`src/rtl/core/periodic_timer_slot_bank_top_assert.svh`:
```
// Assertion macros for the periodic timer slot bank.
`ifndef PERIODIC_TIMER_SLOT_BANK_TOP_ASSERT_SVH
`define PERIODIC_TIMER_SLOT_BANK_TOP_ASSERT_SVH

// Same-cycle implication, quiet while reset is asserted.
`define PTSB_ASSERT_HOLD(label, ante, cons, msg) \
    label: assert property (@(posedge clk) disable iff (!rst_n) (ante) |-> (cons)) \
        else $error(msg);

// Next-cycle implication, quiet while reset is asserted.
`define PTSB_ASSERT_NEXT(label, ante, cons, msg) \
    label: assert property (@(posedge clk) disable iff (!rst_n) (ante) |=> (cons)) \
        else $error(msg);

`endif

```
`src/rtl/core/ptsb_pkg.sv`:
```
// Shared types, codes and constants of the periodic timer slot bank.
package ptsb_pkg;

    // Default number of timer slots
    localparam int SLOT_COUNT_DEF = 8;

    // Field widths
    localparam int HID_W  = 16;
    localparam int PER_W  = 31;
    localparam int CNT_W  = 33;
    localparam int CTX_W  = 32;
    localparam int DEC_W  = 26;          // 65535 ms * 1000 fits in 26 bits
    localparam int DVD_W  = CNT_W;       // dividend: magnitude of a non-positive counter
    localparam int DVS_W  = PER_W;       // divisor: period
    localparam int unsigned MS_TO_US = 1000;

    // Input kinds
    localparam logic [1:0] KIND_TICK    = 2'd0;
    localparam logic [1:0] KIND_INSTALL = 2'd1;
    localparam logic [1:0] KIND_REMOVE  = 2'd2;
    localparam logic [1:0] KIND_UNUSED  = 2'd3;

    // Result kinds
    localparam logic [2:0] RK_FIRE         = 3'd0;
    localparam logic [2:0] RK_TICK_DONE    = 3'd1;
    localparam logic [2:0] RK_INSTALL_OK   = 3'd2;
    localparam logic [2:0] RK_INSTALL_FULL = 3'd3;
    localparam logic [2:0] RK_REMOVE_DONE  = 3'd4;

    // One slot entry as stored in the slot memory
    typedef struct packed {
        logic [HID_W-1:0]        handler;
        logic [PER_W-1:0]        period;
        logic signed [CNT_W-1:0] counter;
        logic [CTX_W-1:0]        ctx;
    } slot_t;

    // Slot memory access strobes
    typedef struct packed {
        logic re;
        logic we;
    } mem_ctl_t;

    // Divider status
    typedef struct packed {
        logic busy;
        logic done;
    } div_stat_t;

    // One result word
    typedef struct packed {
        logic [2:0]       result_kind;
        logic [2:0]       slot_index;
        logic [HID_W-1:0] fired_handler;
        logic [CTX_W-1:0] fired_context;
        logic [15:0]      fire_count;
        logic [3:0]       removed_count;
        logic             last;
    } res_t;

endpackage

```
`src/rtl/core/periodic_timer_slot_bank_top.sv`:
```
// Top level of the periodic timer slot bank: sequencer, slot memory and divider.
// Install: scans the slots, each read then evaluated, until a free one, then one result word.
// Remove: every slot is read and evaluated, one result word. Tick: every slot is read
// and evaluated, and each firing slot waits on the one-bit-per-cycle divider, then done.
// One input word at a time.
// Reset clears control state and all slot valid bits at once; no clearing pass.
module periodic_timer_slot_bank_top #(
    parameter int SLOT_COUNT = ptsb_pkg::SLOT_COUNT_DEF
) (
    input  logic        clk,
    input  logic        rst_n,
    input  logic        s_tvalid,
    output logic        s_tready,
    input  logic [95:0] s_tdata,  // elapsed_ms, handler_id, period_us, context_value
    input  logic [1:0]  s_tuser,  // kind
    output logic        m_tvalid,
    input  logic        m_tready,
    output logic [71:0] m_tdata,  // slot_index, fired_handler, fired_context,
                                  // fire_count, removed_count
    output logic [2:0]  m_tuser,  // result_kind
    output logic        m_tlast
);
    import ptsb_pkg::*;

    `include "periodic_timer_slot_bank_top_assert.svh"

    localparam int IDX_W = (SLOT_COUNT > 1) ? $clog2(SLOT_COUNT) : 1;

    mem_ctl_t         mem_ctl;
    logic [IDX_W-1:0] mem_addr;
    slot_t            mem_wdata;
    slot_t            mem_rdata;
    logic             div_start;
    logic [DVD_W-1:0] div_dividend;
    logic [DVS_W-1:0] div_divisor;
    div_stat_t        div_stat;
    logic [DVD_W-1:0] div_quo;
    logic [DVS_W-1:0] div_rem;

    ptsb_seq #(
        .SLOT_COUNT (SLOT_COUNT),
        .IDX_W      (IDX_W)
    ) u_seq (
        .clk          (clk),
        .rst_n        (rst_n),
        .s_tvalid     (s_tvalid),
        .s_tready     (s_tready),
        .s_tdata      (s_tdata),
        .s_tuser      (s_tuser),
        .m_tvalid     (m_tvalid),
        .m_tready     (m_tready),
        .m_tdata      (m_tdata),
        .m_tuser      (m_tuser),
        .m_tlast      (m_tlast),
        .mem_ctl      (mem_ctl),
        .mem_addr     (mem_addr),
        .mem_wdata    (mem_wdata),
        .mem_rdata    (mem_rdata),
        .div_start    (div_start),
        .div_dividend (div_dividend),
        .div_divisor  (div_divisor),
        .div_stat     (div_stat),
        .div_quo      (div_quo),
        .div_rem      (div_rem)
    );

    ptsb_slot_ram #(
        .SLOT_COUNT (SLOT_COUNT),
        .IDX_W      (IDX_W)
    ) u_ram (
        .clk   (clk),
        .rst_n (rst_n),
        .ctl   (mem_ctl),
        .addr  (mem_addr),
        .wdata (mem_wdata),
        .rdata (mem_rdata)
    );

    ptsb_div u_div (
        .clk       (clk),
        .rst_n     (rst_n),
        .start     (div_start),
        .dividend  (div_dividend),
        .divisor   (div_divisor),
        .stat      (div_stat),
        .quotient  (div_quo),
        .remainder (div_rem)
    );

    // Checks on sequencing between the sequencer, memory and divider
    `PTSB_ASSERT_HOLD(a_mem_rw_excl, mem_ctl.re, !mem_ctl.we, "slot memory read and write overlap")
    `PTSB_ASSERT_HOLD(a_div_idle, div_start, !div_stat.busy, "divider restarted while busy")
    `PTSB_ASSERT_NEXT(a_busy_after_accept, s_tvalid && s_tready && (s_tuser != KIND_UNUSED), !s_tready, "new word taken while a word is in work")
    `PTSB_ASSERT_HOLD(a_fire_not_last, m_tvalid && (m_tuser == RK_FIRE), !m_tlast, "fire word marked last")

endmodule

```
`src/rtl/core/ptsb_slot_ram.sv`:
```
// Slot memory: one entry per timer slot, synchronous read, with per-entry valid bits.
module ptsb_slot_ram #(
    parameter int SLOT_COUNT = ptsb_pkg::SLOT_COUNT_DEF,
    parameter int IDX_W      = 3
) (
    input  logic                 clk,
    input  logic                 rst_n,
    input  ptsb_pkg::mem_ctl_t   ctl,
    input  logic [IDX_W-1:0]     addr,
    input  ptsb_pkg::slot_t      wdata,
    output ptsb_pkg::slot_t      rdata
);
    import ptsb_pkg::*;

    slot_t                 slot_mem [SLOT_COUNT];
    slot_t                 rd_raw_reg;
    logic [SLOT_COUNT-1:0] valid_reg;
    logic                  rd_valid_reg;

    // Write and read the array; read data is registered
    always_ff @(posedge clk)
    begin
        if (ctl.we)
        begin
            slot_mem[addr] <= wdata;
        end
        if (ctl.re)
        begin
            rd_raw_reg <= slot_mem[addr];
        end
    end

    // Track which entries were written since reset
    always_ff @(posedge clk or negedge rst_n)
    begin
        if (!rst_n)
        begin
            valid_reg    <= '0;
            rd_valid_reg <= 1'b0;
        end
        else
        begin
            if (ctl.we)
            begin
                valid_reg[addr] <= 1'b1;
            end
            if (ctl.re)
            begin
                rd_valid_reg <= valid_reg[addr];
            end
        end
    end

    // Unwritten entries read as a free slot
    always_comb
    begin
        rdata = rd_raw_reg;
        if (!rd_valid_reg)
        begin
            rdata.handler = '0;
            rdata.period  = '0;
            rdata.counter = '0;
        end
    end

endmodule

```
`src/rtl/core/ptsb_div.sv`:
```
// Restoring divider, one quotient bit per cycle, for the fire count of a slot.
module ptsb_div (
    input  logic                           clk,
    input  logic                           rst_n,
    input  logic                           start,
    input  logic [ptsb_pkg::DVD_W-1:0]     dividend,
    input  logic [ptsb_pkg::DVS_W-1:0]     divisor,
    output ptsb_pkg::div_stat_t            stat,
    output logic [ptsb_pkg::DVD_W-1:0]     quotient,
    output logic [ptsb_pkg::DVS_W-1:0]     remainder
);
    import ptsb_pkg::*;

    localparam int STEP_W = $clog2(DVD_W + 1);

    logic              busy_reg;
    logic              done_reg;
    logic [STEP_W-1:0] step_reg;
    logic [DVD_W-1:0]  quo_reg;
    logic [DVS_W-1:0]  rem_reg;
    logic [DVS_W-1:0]  dvs_reg;
    logic [DVS_W:0]    trial;
    logic [DVS_W+1:0]  diff;
    logic              fits;

    // Trial subtract of the shifted partial remainder
    always_comb
    begin
        trial = {rem_reg, quo_reg[DVD_W-1]};
        diff  = {1'b0, trial} - {2'b00, dvs_reg};
        fits  = !diff[DVS_W+1];
    end

    // Load on start, then shift one quotient bit in per cycle
    always_ff @(posedge clk or negedge rst_n)
    begin
        if (!rst_n)
        begin
            busy_reg <= 1'b0;
            done_reg <= 1'b0;
            step_reg <= '0;
            quo_reg  <= '0;
            rem_reg  <= '0;
            dvs_reg  <= '0;
        end
        else if (start)
        begin
            busy_reg <= 1'b1;
            done_reg <= 1'b0;
            step_reg <= STEP_W'(DVD_W);
            quo_reg  <= dividend;
            rem_reg  <= '0;
            dvs_reg  <= divisor;
        end
        else if (busy_reg)
        begin
            quo_reg  <= {quo_reg[DVD_W-2:0], fits};
            rem_reg  <= fits ? diff[DVS_W-1:0] : trial[DVS_W-1:0];
            step_reg <= step_reg - STEP_W'(1);
            if (step_reg == STEP_W'(1))
            begin
                busy_reg <= 1'b0;
                done_reg <= 1'b1;
            end
        end
    end

    assign stat.busy = busy_reg;
    assign stat.done = done_reg;
    assign quotient  = quo_reg;
    assign remainder = rem_reg;

endmodule

```
`src/rtl/core/ptsb_seq.sv`:
```
// Sequencer: walks the slot memory for each input word and drives the result register.
module ptsb_seq #(
    parameter int SLOT_COUNT = ptsb_pkg::SLOT_COUNT_DEF,
    parameter int IDX_W      = 3
) (
    input  logic                       clk,
    input  logic                       rst_n,
    // Input stream
    input  logic                       s_tvalid,
    output logic                       s_tready,
    input  logic [95:0]                s_tdata,  // elapsed_ms, handler_id, period_us, context_value
    input  logic [1:0]                 s_tuser,  // kind
    // Result stream
    output logic                       m_tvalid,
    input  logic                       m_tready,
    output logic [71:0]                m_tdata,  // slot_index, fired_handler, fired_context,
                                                 // fire_count, removed_count
    output logic [2:0]                 m_tuser,  // result_kind
    output logic                       m_tlast,
    // Slot memory
    output ptsb_pkg::mem_ctl_t         mem_ctl,
    output logic [IDX_W-1:0]           mem_addr,
    output ptsb_pkg::slot_t            mem_wdata,
    input  ptsb_pkg::slot_t            mem_rdata,
    // Divider
    output logic                       div_start,
    output logic [ptsb_pkg::DVD_W-1:0] div_dividend,
    output logic [ptsb_pkg::DVS_W-1:0] div_divisor,
    input  ptsb_pkg::div_stat_t        div_stat,
    input  logic [ptsb_pkg::DVD_W-1:0] div_quo,
    input  logic [ptsb_pkg::DVS_W-1:0] div_rem
);
    import ptsb_pkg::*;

    typedef enum logic [4:0] {
        ST_IDLE = 5'b00001,
        ST_RD   = 5'b00010,
        ST_EVAL = 5'b00100,
        ST_DIV  = 5'b01000,
        ST_DONE = 5'b10000
    } ptsb_state_t;

    ptsb_state_t      state_reg, state_next;
    logic [IDX_W-1:0] idx_reg, idx_next;
    logic [3:0]       rem_cnt_reg, rem_cnt_next;
    logic             out_vld_reg;
    res_t             out_reg;
    res_t             res_next;
    logic             out_load;

    logic [1:0]       kind_reg;
    logic [DEC_W-1:0] dec_reg;
    logic [HID_W-1:0] hid_reg;
    logic [PER_W-1:0] period_reg;
    logic [CTX_W-1:0] ctx_reg;

    logic             accept;
    logic             out_free;
    logic             live;
    logic [CNT_W:0]   c_wide;
    logic [CNT_W:0]   neg_c;
    logic             c_pos;
    logic             last_slot;
    logic             match;
    logic [3:0]       rem_cnt_inc;
    logic             fire_sat;
    logic [15:0]      times;

    assign s_tready = (state_reg == ST_IDLE);
    assign accept   = s_tvalid && s_tready;
    assign out_free = !out_vld_reg || m_tready;

    // Per-slot arithmetic on the entry just read
    always_comb
    begin
        live        = (mem_rdata.handler != '0) && (mem_rdata.period != '0);
        c_wide      = {mem_rdata.counter[CNT_W-1], mem_rdata.counter} - (CNT_W+1)'(dec_reg);
        c_pos       = !c_wide[CNT_W] && (c_wide != '0);
        neg_c       = (CNT_W+1)'(0) - c_wide;
        last_slot   = (idx_reg == IDX_W'(SLOT_COUNT - 1));
        match       = (hid_reg != '0) && (mem_rdata.handler == hid_reg);
        rem_cnt_inc = (rem_cnt_reg == 4'hF) ? rem_cnt_reg : rem_cnt_reg + 4'd1;
        fire_sat    = (|div_quo[DVD_W-1:16]) || (div_quo[15:0] == 16'hFFFF);
        times       = fire_sat ? 16'hFFFF : div_quo[15:0] + 16'd1;
    end

    // Sequence one input word over the slots
    always_comb
    begin
        state_next   = state_reg;
        idx_next     = idx_reg;
        rem_cnt_next = rem_cnt_reg;
        mem_ctl      = '0;
        mem_wdata    = mem_rdata;
        out_load     = 1'b0;
        res_next     = '0;
        div_start    = 1'b0;
        div_dividend = neg_c[DVD_W-1:0];
        div_divisor  = mem_rdata.period;

        case (state_reg)
            ST_IDLE:
            begin
                if (accept && (s_tuser != KIND_UNUSED))
                begin
                    state_next   = ST_RD;
                    idx_next     = '0;
                    rem_cnt_next = '0;
                end
            end

            ST_RD:
            begin
                mem_ctl.re = 1'b1;
                state_next = ST_EVAL;
            end

            ST_EVAL:
            begin
                case (kind_reg)
                    KIND_TICK:
                    begin
                        if (live && !c_pos)
                        begin
                            div_start  = 1'b1;
                            state_next = ST_DIV;
                        end
                        else
                        begin
                            // Still positive: store the reduced counter
                            if (live)
                            begin
                                mem_ctl.we        = 1'b1;
                                mem_wdata.counter = c_wide[CNT_W-1:0];
                            end
                            if (last_slot)
                            begin
                                state_next = ST_DONE;
                            end
                            else
                            begin
                                idx_next   = idx_reg + IDX_W'(1);
                                state_next = ST_RD;
                            end
                        end
                    end

                    KIND_INSTALL:
                    begin
                        if (mem_rdata.handler == '0)
                        begin
                            if (out_free)
                            begin
                                mem_ctl.we           = 1'b1;
                                mem_wdata.handler    = hid_reg;
                                mem_wdata.period     = period_reg;
                                mem_wdata.counter    = {2'b00, period_reg};
                                mem_wdata.ctx        = ctx_reg;
                                out_load             = 1'b1;
                                res_next.result_kind = RK_INSTALL_OK;
                                res_next.slot_index  = 3'(idx_reg);
                                res_next.last        = 1'b1;
                                state_next           = ST_IDLE;
                            end
                        end
                        else if (last_slot)
                        begin
                            if (out_free)
                            begin
                                out_load             = 1'b1;
                                res_next.result_kind = RK_INSTALL_FULL;
                                res_next.last        = 1'b1;
                                state_next           = ST_IDLE;
                            end
                        end
                        else
                        begin
                            idx_next   = idx_reg + IDX_W'(1);
                            state_next = ST_RD;
                        end
                    end

                    KIND_REMOVE:
                    begin
                        if (last_slot)
                        begin
                            if (out_free)
                            begin
                                if (match)
                                begin
                                    mem_ctl.we = 1'b1;
                                    mem_wdata  = '0;
                                end
                                out_load               = 1'b1;
                                res_next.result_kind   = RK_REMOVE_DONE;
                                res_next.removed_count = match ? rem_cnt_inc : rem_cnt_reg;
                                res_next.last          = 1'b1;
                                state_next             = ST_IDLE;
                            end
                        end
                        else
                        begin
                            if (match)
                            begin
                                mem_ctl.we   = 1'b1;
                                mem_wdata    = '0;
                                rem_cnt_next = rem_cnt_inc;
                            end
                            idx_next   = idx_reg + IDX_W'(1);
                            state_next = ST_RD;
                        end
                    end

                    default:
                    begin
                        state_next = ST_IDLE;
                    end
                endcase
            end

            ST_DIV:
            begin
                // Counter becomes period minus remainder; report the fire count
                if (div_stat.done && out_free)
                begin
                    mem_ctl.we             = 1'b1;
                    mem_wdata.counter      = {2'b00, mem_rdata.period - div_rem};
                    out_load               = 1'b1;
                    res_next.result_kind   = RK_FIRE;
                    res_next.slot_index    = 3'(idx_reg);
                    res_next.fired_handler = mem_rdata.handler;
                    res_next.fired_context = mem_rdata.ctx;
                    res_next.fire_count    = times;
                    if (last_slot)
                    begin
                        state_next = ST_DONE;
                    end
                    else
                    begin
                        idx_next   = idx_reg + IDX_W'(1);
                        state_next = ST_RD;
                    end
                end
            end

            ST_DONE:
            begin
                if (out_free)
                begin
                    out_load             = 1'b1;
                    res_next.result_kind = RK_TICK_DONE;
                    res_next.last        = 1'b1;
                    state_next           = ST_IDLE;
                end
            end

            default:
            begin
                state_next = ST_IDLE;
            end
        endcase
    end

    assign mem_addr = idx_reg;

    // Control registers and result register valid
    always_ff @(posedge clk or negedge rst_n)
    begin
        if (!rst_n)
        begin
            state_reg   <= ST_IDLE;
            idx_reg     <= '0;
            rem_cnt_reg <= '0;
            out_vld_reg <= 1'b0;
        end
        else
        begin
            state_reg   <= state_next;
            idx_reg     <= idx_next;
            rem_cnt_reg <= rem_cnt_next;
            if (out_load)
            begin
                out_vld_reg <= 1'b1;
            end
            else if (m_tready)
            begin
                out_vld_reg <= 1'b0;
            end
        end
    end

    // Capture the input word and the result payload
    always_ff @(posedge clk)
    begin
        if (accept)
        begin
            kind_reg   <= s_tuser;
            dec_reg    <= DEC_W'(32'(s_tdata[15:0]) * MS_TO_US);
            hid_reg    <= s_tdata[31:16];
            period_reg <= s_tdata[62:32];
            ctx_reg    <= s_tdata[94:63];
        end
        if (out_load)
        begin
            out_reg <= res_next;
        end
    end

    assign m_tvalid = out_vld_reg;
    assign m_tdata  = {1'b0, out_reg.removed_count, out_reg.fire_count,
                       out_reg.fired_context, out_reg.fired_handler, out_reg.slot_index};
    assign m_tuser  = out_reg.result_kind;
    assign m_tlast  = out_reg.last;

endmodule
```
`config.mk`:
```
export PLATFORM = sky130hd
export DESIGN_NAME = periodic_timer_slot_bank_top
export DESIGN_NICKNAME = d
export VERILOG_FILES = /design/src/rtl/core/ptsb_pkg.sv /design/src/rtl/core/periodic_timer_slot_bank_top.sv /design/src/rtl/core/ptsb_slot_ram.sv /design/src/rtl/core/ptsb_div.sv /design/src/rtl/core/ptsb_seq.sv
export VERILOG_INCLUDE_DIRS = /design/src /design/src/rtl/core
export SDC_FILE = /design/constraint.sdc
export NUM_CORES = 2
export LEC_CHECK = 0
export ABC_AREA = 1
export BUFFER_PORTS_ARGS = -buffer_cell sky130_fd_sc_hd__buf_4
export CELL_PAD_IN_SITES_DETAIL_PLACEMENT = 0
export CELL_PAD_IN_SITES_GLOBAL_PLACEMENT = 1
export CORE_ASPECT_RATIO = 0.8
export CORE_MARGIN = 4
export CORE_UTILIZATION = 40
export CTS_BUF_LIST = sky130_fd_sc_hd__clkbuf_4 sky130_fd_sc_hd__clkbuf_8 sky130_fd_sc_hd__clkbuf_16
export DETAILED_ROUTE_END_ITERATION = 10
export GPL_TIMING_DRIVEN = 1
export MAX_ROUTING_LAYER = met4
export PLACE_DENSITY = 0.69
export SYNTH_ARGS = -nofsm -noshare
export SYNTH_HDL_FRONTEND = slang
export SYNTH_SLANG_ARGS = --single-unit
```
`constraint.sdc`:
```
create_clock -name clk -period 11.58 [get_ports clk]
set_input_delay 0.579 -clock clk [delete_from_list [all_inputs] [get_ports clk]]
set_output_delay 0.579 -clock clk [all_outputs]
set_load 0.01 [all_outputs]
```
==> results <==
- The fraction of synthesis flops using an asynchronous set or reset pin is 0.09527.
- The setup total negative slack is 0 ns.
- The register clock-pin slew on the reported worst setup and hold paths is 0.06 ns.
- The number of enable-type register cells in the synthesized netlist is 1187.
- The flow ran to the end, but the final reports show violations.
- Across the routed clock network, the largest skew measured is 0.03773 ns.
- The H-tree was split into 4 levels.
- The total overflow left after global routing is 0.
- For the worst-skew pair, the clock arrives at the later sink with an insertion delay of 0.79 ns.
- The root buffer cell chosen for the clock tree is sky130_fd_sc_hd__clkbuf_16.
- The startpoint identified for the worst register-to-register timing path is u_ram.rd_valid_reg$_DFFE_PN0P_.
- In this run the cell area of the synthesized design comes to 61340 um^2.
- For this design, the sink count on the clock tree is 1312.
- The floorplan step defined a core boundary enclosing 152300 um^2.
- In the final layout, the share of cells above drive strength 1 is 0.09153.
- The die is 358.2 um tall.
- Power spread over the standard cell area amounts to 234.7 nW/um^2.
- TritonCTS built the clock tree.
- Dividing the detail-routed wire length by the instance count gives 23.00 um.
- The final layout contains routed wiring with a total length of 184400 um.
- The number of max-slew violations in the final report is 4.
- The net count reported at finish is 6192.
- The routed via count is 43040.
- IR analysis of the VDD net gives a maximum drop of 0.1660 mV.
- The combined global-route utilization of all metal layers is 0.2339.
- The die covers 159700 um^2.
- The residual antenna-violating net count after detailed routing is 0.
- At the end of routability-driven placement, the weighted congestion stood at 1.001.
- The worst slew margin relative to its limit is -0.02394.
- The fill cell total of the finished layout is 13940.
- The nature of the critical path startpoint is a flop.
- The final setup slack of the worst path is 4.653 ns.
- The element type at the critical path end is a flop.
- The worst reg2reg path endpoint is u_ram.slot_mem[1][79]$_DFFE_PP_.
- Across the run, the number of max-cap violations was 3.
- The worst setup path is of the reg -> reg kind.
- Along the worst path, the maximum fanout reaches 68.
- The number of standard cells in the final layout excluding fillers is 8015.
- Setup repair after global routing left no endpoint under its margin.
- Setup violations remaining at the end of the flow were counted as 0.
- The detailed router finished its first iteration with 4108 violations.
- The first-pass detailed-route iteration total is 6.
- The number of buffers inserted by port buffering is 177.
- After detailed routing, the number of vias per cell comes to 5.370.
- From left edge to right edge, the die measures 445.8 um.
- The most common flop cell mapped by yosys is sky130_fd_sc_hd__edfxtp_1.
- The flip-flop count of the largest register, all copies and words added is 896.
- The instance count after placement with tap cells included is 7692.
- Leaving out fill and tap cells, the most frequent cell in the layout is sky130_fd_sc_hd__nand2_1.
- After synthesis the netlist holds a flip-flop and latch count of 1312.
- The starting density of the core is 0.4027.
- At the pin with the least slew margin, the transition time is 1.520 ns.
- The library cells used most frequently in the layout, excluding fill and tap cells, are sky130_fd_sc_hd__nand2_1, sky130_fd_sc_hd__edfxtp_1, sky130_fd_sc_hd__inv_1.
- The final reports fail on capacitance limit, slew limit.
- The number of failing hold endpoints at the final stage is 0.
- The number of nets handed over by synthesis was 5969.
- During synthesis, Yosys emitted a total of 0 warnings.
- The internal reg-to-reg setup slack is 4.65 ns.
- Summing internal, switching and leakage power gives 16.47 mW.
- The number of DRC violations after detailed routing is 0.
- The final hold slack is 0.06501 ns.
- The most critical setup path has its endpoint at u_ram.slot_mem[1][79]$_DFFE_PP_.
- In the synthesized netlist, the number of instances is 5675.
- The utilization of the core after routing is 0.4609.
- The share of synthesized area occupied by flip-flops and latches is 0.6322.
- Relative to the synthesized area, the layout overhead comes to 14.45%.
- The share of the cycle needed by the critical path after routing is 0.5982.
- The count of unique library cells instantiated by Yosys is 67.
- Summing all placed instances gives a cell area of 64820 um^2.
- During I/O placement, the number of pins put on the boundary was 180.
- The minimum clock period is 6.927 ns.
- The first global-routing pass estimated 271200 um of wire.
- The via count of the first global-routing pass is 41230.
- At the worst endpoint, the required time is 11.96 ns.
- Static timing analysis puts the maximum clock frequency at 0.1444 GHz.
- The largest net degree at the start of global routing is 116.
- The depth of the worst register-to-register path is 26.
- The leakage power is 27.57 nW.
- The maximum buffer depth of the clock tree is 3.
- A synthesized cell averages 10.81 um^2.
- The clock buffer count from CTS is 137.
- The startpoint of the most critical setup path is u_ram.rd_valid_reg$_DFFE_PN0P_.
- Once detailed placement completed, the half-perimeter wirelength came to 114900 um.
- The worst hold path belongs to the class in -> reg.
- Gates resized during post-CTS repair numbered 0.
- The number of antenna violations at the first check in global routing is 5.
- The finished cells cover 70200 um^2.
- The data arrival time of the critical path is 7.31 ns.
- OpenSTA, run right after detailed placement, puts the worst setup slack at 4.707 ns.
- The floorplan has 128 rows.
cells in the mapped netlist, drive strengths merged, types with 2 or more instances:
cell type / number / share of area
a22o: 86 / 0.012
a211oi: 3 / 0.00037
fa: 57 / 0.019
o21a: 9 / 0.0011
a31oi: 15 / 0.0015
o31ai: 2 / 0.00024
dfrtp: 124 / 0.051
a21o: 7 / 0.00086
o22ai: 7 / 0.00071
a221oi: 75 / 0.011
edfxtp: 1187 / 0.58
clkbuf: 156 / 0.0095
a21boi: 8 / 0.00098
nor3: 54 / 0.0047
nand3: 179 / 0.015
ha: 135 / 0.028
nand4: 169 / 0.017
o221ai: 6 / 0.00086
o211ai: 13 / 0.0016
xor2: 64 / 0.0093
a21oi: 242 / 0.020
nand2: 1455 / 0.090
xnor2: 38 / 0.0054
a22oi: 162 / 0.020
and3: 2 / 0.00020
clkinv: 3 / 0.00020
o21bai: 7 / 0.00086
nor2: 302 / 0.019
inv: 688 / 0.042
nor4: 24 / 0.0027
o21ai: 292 / 0.024
and2: 6 / 0.00061
buf: 71 / 0.0064
nand3b: 6 / 0.00073
or2: 7 / 0.00071
worst min path at each step:
stage | from | endpoint | slack (ns) | depth (start not counted)
global placement | u_ram.valid_reg[4]$_DFFE_PN0N_ | u_ram.valid_reg[4]$_DFFE_PN0N_ | 0.44 | 2
global route | s_tdata[0] | u_seq.dec_reg[3]$_DFFE_PP_ | 0.03 | 1
detailed placement | u_ram.valid_reg[5]$_DFFE_PN0N_ | u_ram.valid_reg[5]$_DFFE_PN0N_ | 0.44 | 2
floorplan | rst_n | u_div.busy_reg$_DFF_PN0_ | 0.28 | 0
finish | s_tdata[0] | u_seq.dec_reg[3]$_DFFE_PP_ | 0.07 | 1
CTS | s_tdata[0] | u_seq.dec_reg[3]$_DFFE_PP_ | 0.008 | 1
metal layers:
layer  global-route usage  wire, um
met2               0.3625     84830
met4              0.05081      3665
met5                    -         0
met3              0.04686     13460
met1               0.3212     82430
critical path: stages (launching register included):
cell and delay, ns:
sky130_fd_sc_hd__dfrtp_4 0.61, sky130_fd_sc_hd__nand2_1 0.21, sky130_fd_sc_hd__inv_1 0.20, sky130_fd_sc_hd__ha_1 0.50
sky130_fd_sc_hd__inv_1 0.07, sky130_fd_sc_hd__nor2_1 0.31, sky130_fd_sc_hd__o21ai_1 0.14, sky130_fd_sc_hd__nand2_1 0.21
sky130_fd_sc_hd__nand2_1 0.10, sky130_fd_sc_hd__nand2_1 0.15, sky130_fd_sc_hd__nand2_1 0.09, sky130_fd_sc_hd__nand2_1 0.15
sky130_fd_sc_hd__nand2_1 0.07, sky130_fd_sc_hd__nand2_1 0.16, sky130_fd_sc_hd__nor2_1 0.07, sky130_fd_sc_hd__nand2_1 0.10
sky130_fd_sc_hd__nor2_2 0.08, sky130_fd_sc_hd__nand3_1 0.10, sky130_fd_sc_hd__nor2_2 0.06, sky130_fd_sc_hd__nand3_2 0.55
sky130_fd_sc_hd__nand4_1 0.28, sky130_fd_sc_hd__nand2_1 0.12, sky130_fd_sc_hd__nand2_1 0.05, sky130_fd_sc_hd__nand2_1 0.33
sky130_fd_sc_hd__nand2_1 0.23, sky130_fd_sc_hd__inv_6 0.68, sky130_fd_sc_hd__buf_4 0.78
power breakdown:
part / switching (mW) / total, mW / internal, mW
Clock: 1.90 / 4.38 / 2.49
Combinational: 4.18 / 5.94 / 1.75
Sequential: 0.247 / 6.15 / 5.91
Total: 6.33 / 16.5 / 10.1
final cells by class:
| class | count | area, um^2 | area share |
|---|---|---|---|
| Sequential cell | 1312 | 38780 | 0.5524 |
| Inverter | 691 | 2654 | 0.03780 |
| Antenna cell | 2 | 5.005 | 0.00007130 |
| Multi-Input combinational cell | 3445 | 19110 | 0.2723 |
| Clock inverter | 58 | 701.9 | 0.009999 |
| Clock buffer | 181 | 3845 | 0.05477 |
| Tap cell | 2015 | 2521 | 0.03592 |
| Timing Repair Buffer | 311 | 2581 | 0.03677 |
kinds of logic after synthesis:
family,Yosys count,synth area share
xor+xnor,102,0.01469
simple gates,2208,0.1519
compound gates,941,0.09663
other cells,1,0.00006114
flops,1312,0.6322
fa+ha+maj,192,0.04614
buf+inv,918,0.05826
mux,1,0.0001836
what timing repair did:
item | CTS | global route
hold buffers | 82 | 0
setup endpoints to repair | 0 | 0
endpoints found under the hold margin | 146 | 0
buffers inserted | 0 | 0
(Power assumes the default switching activity.)
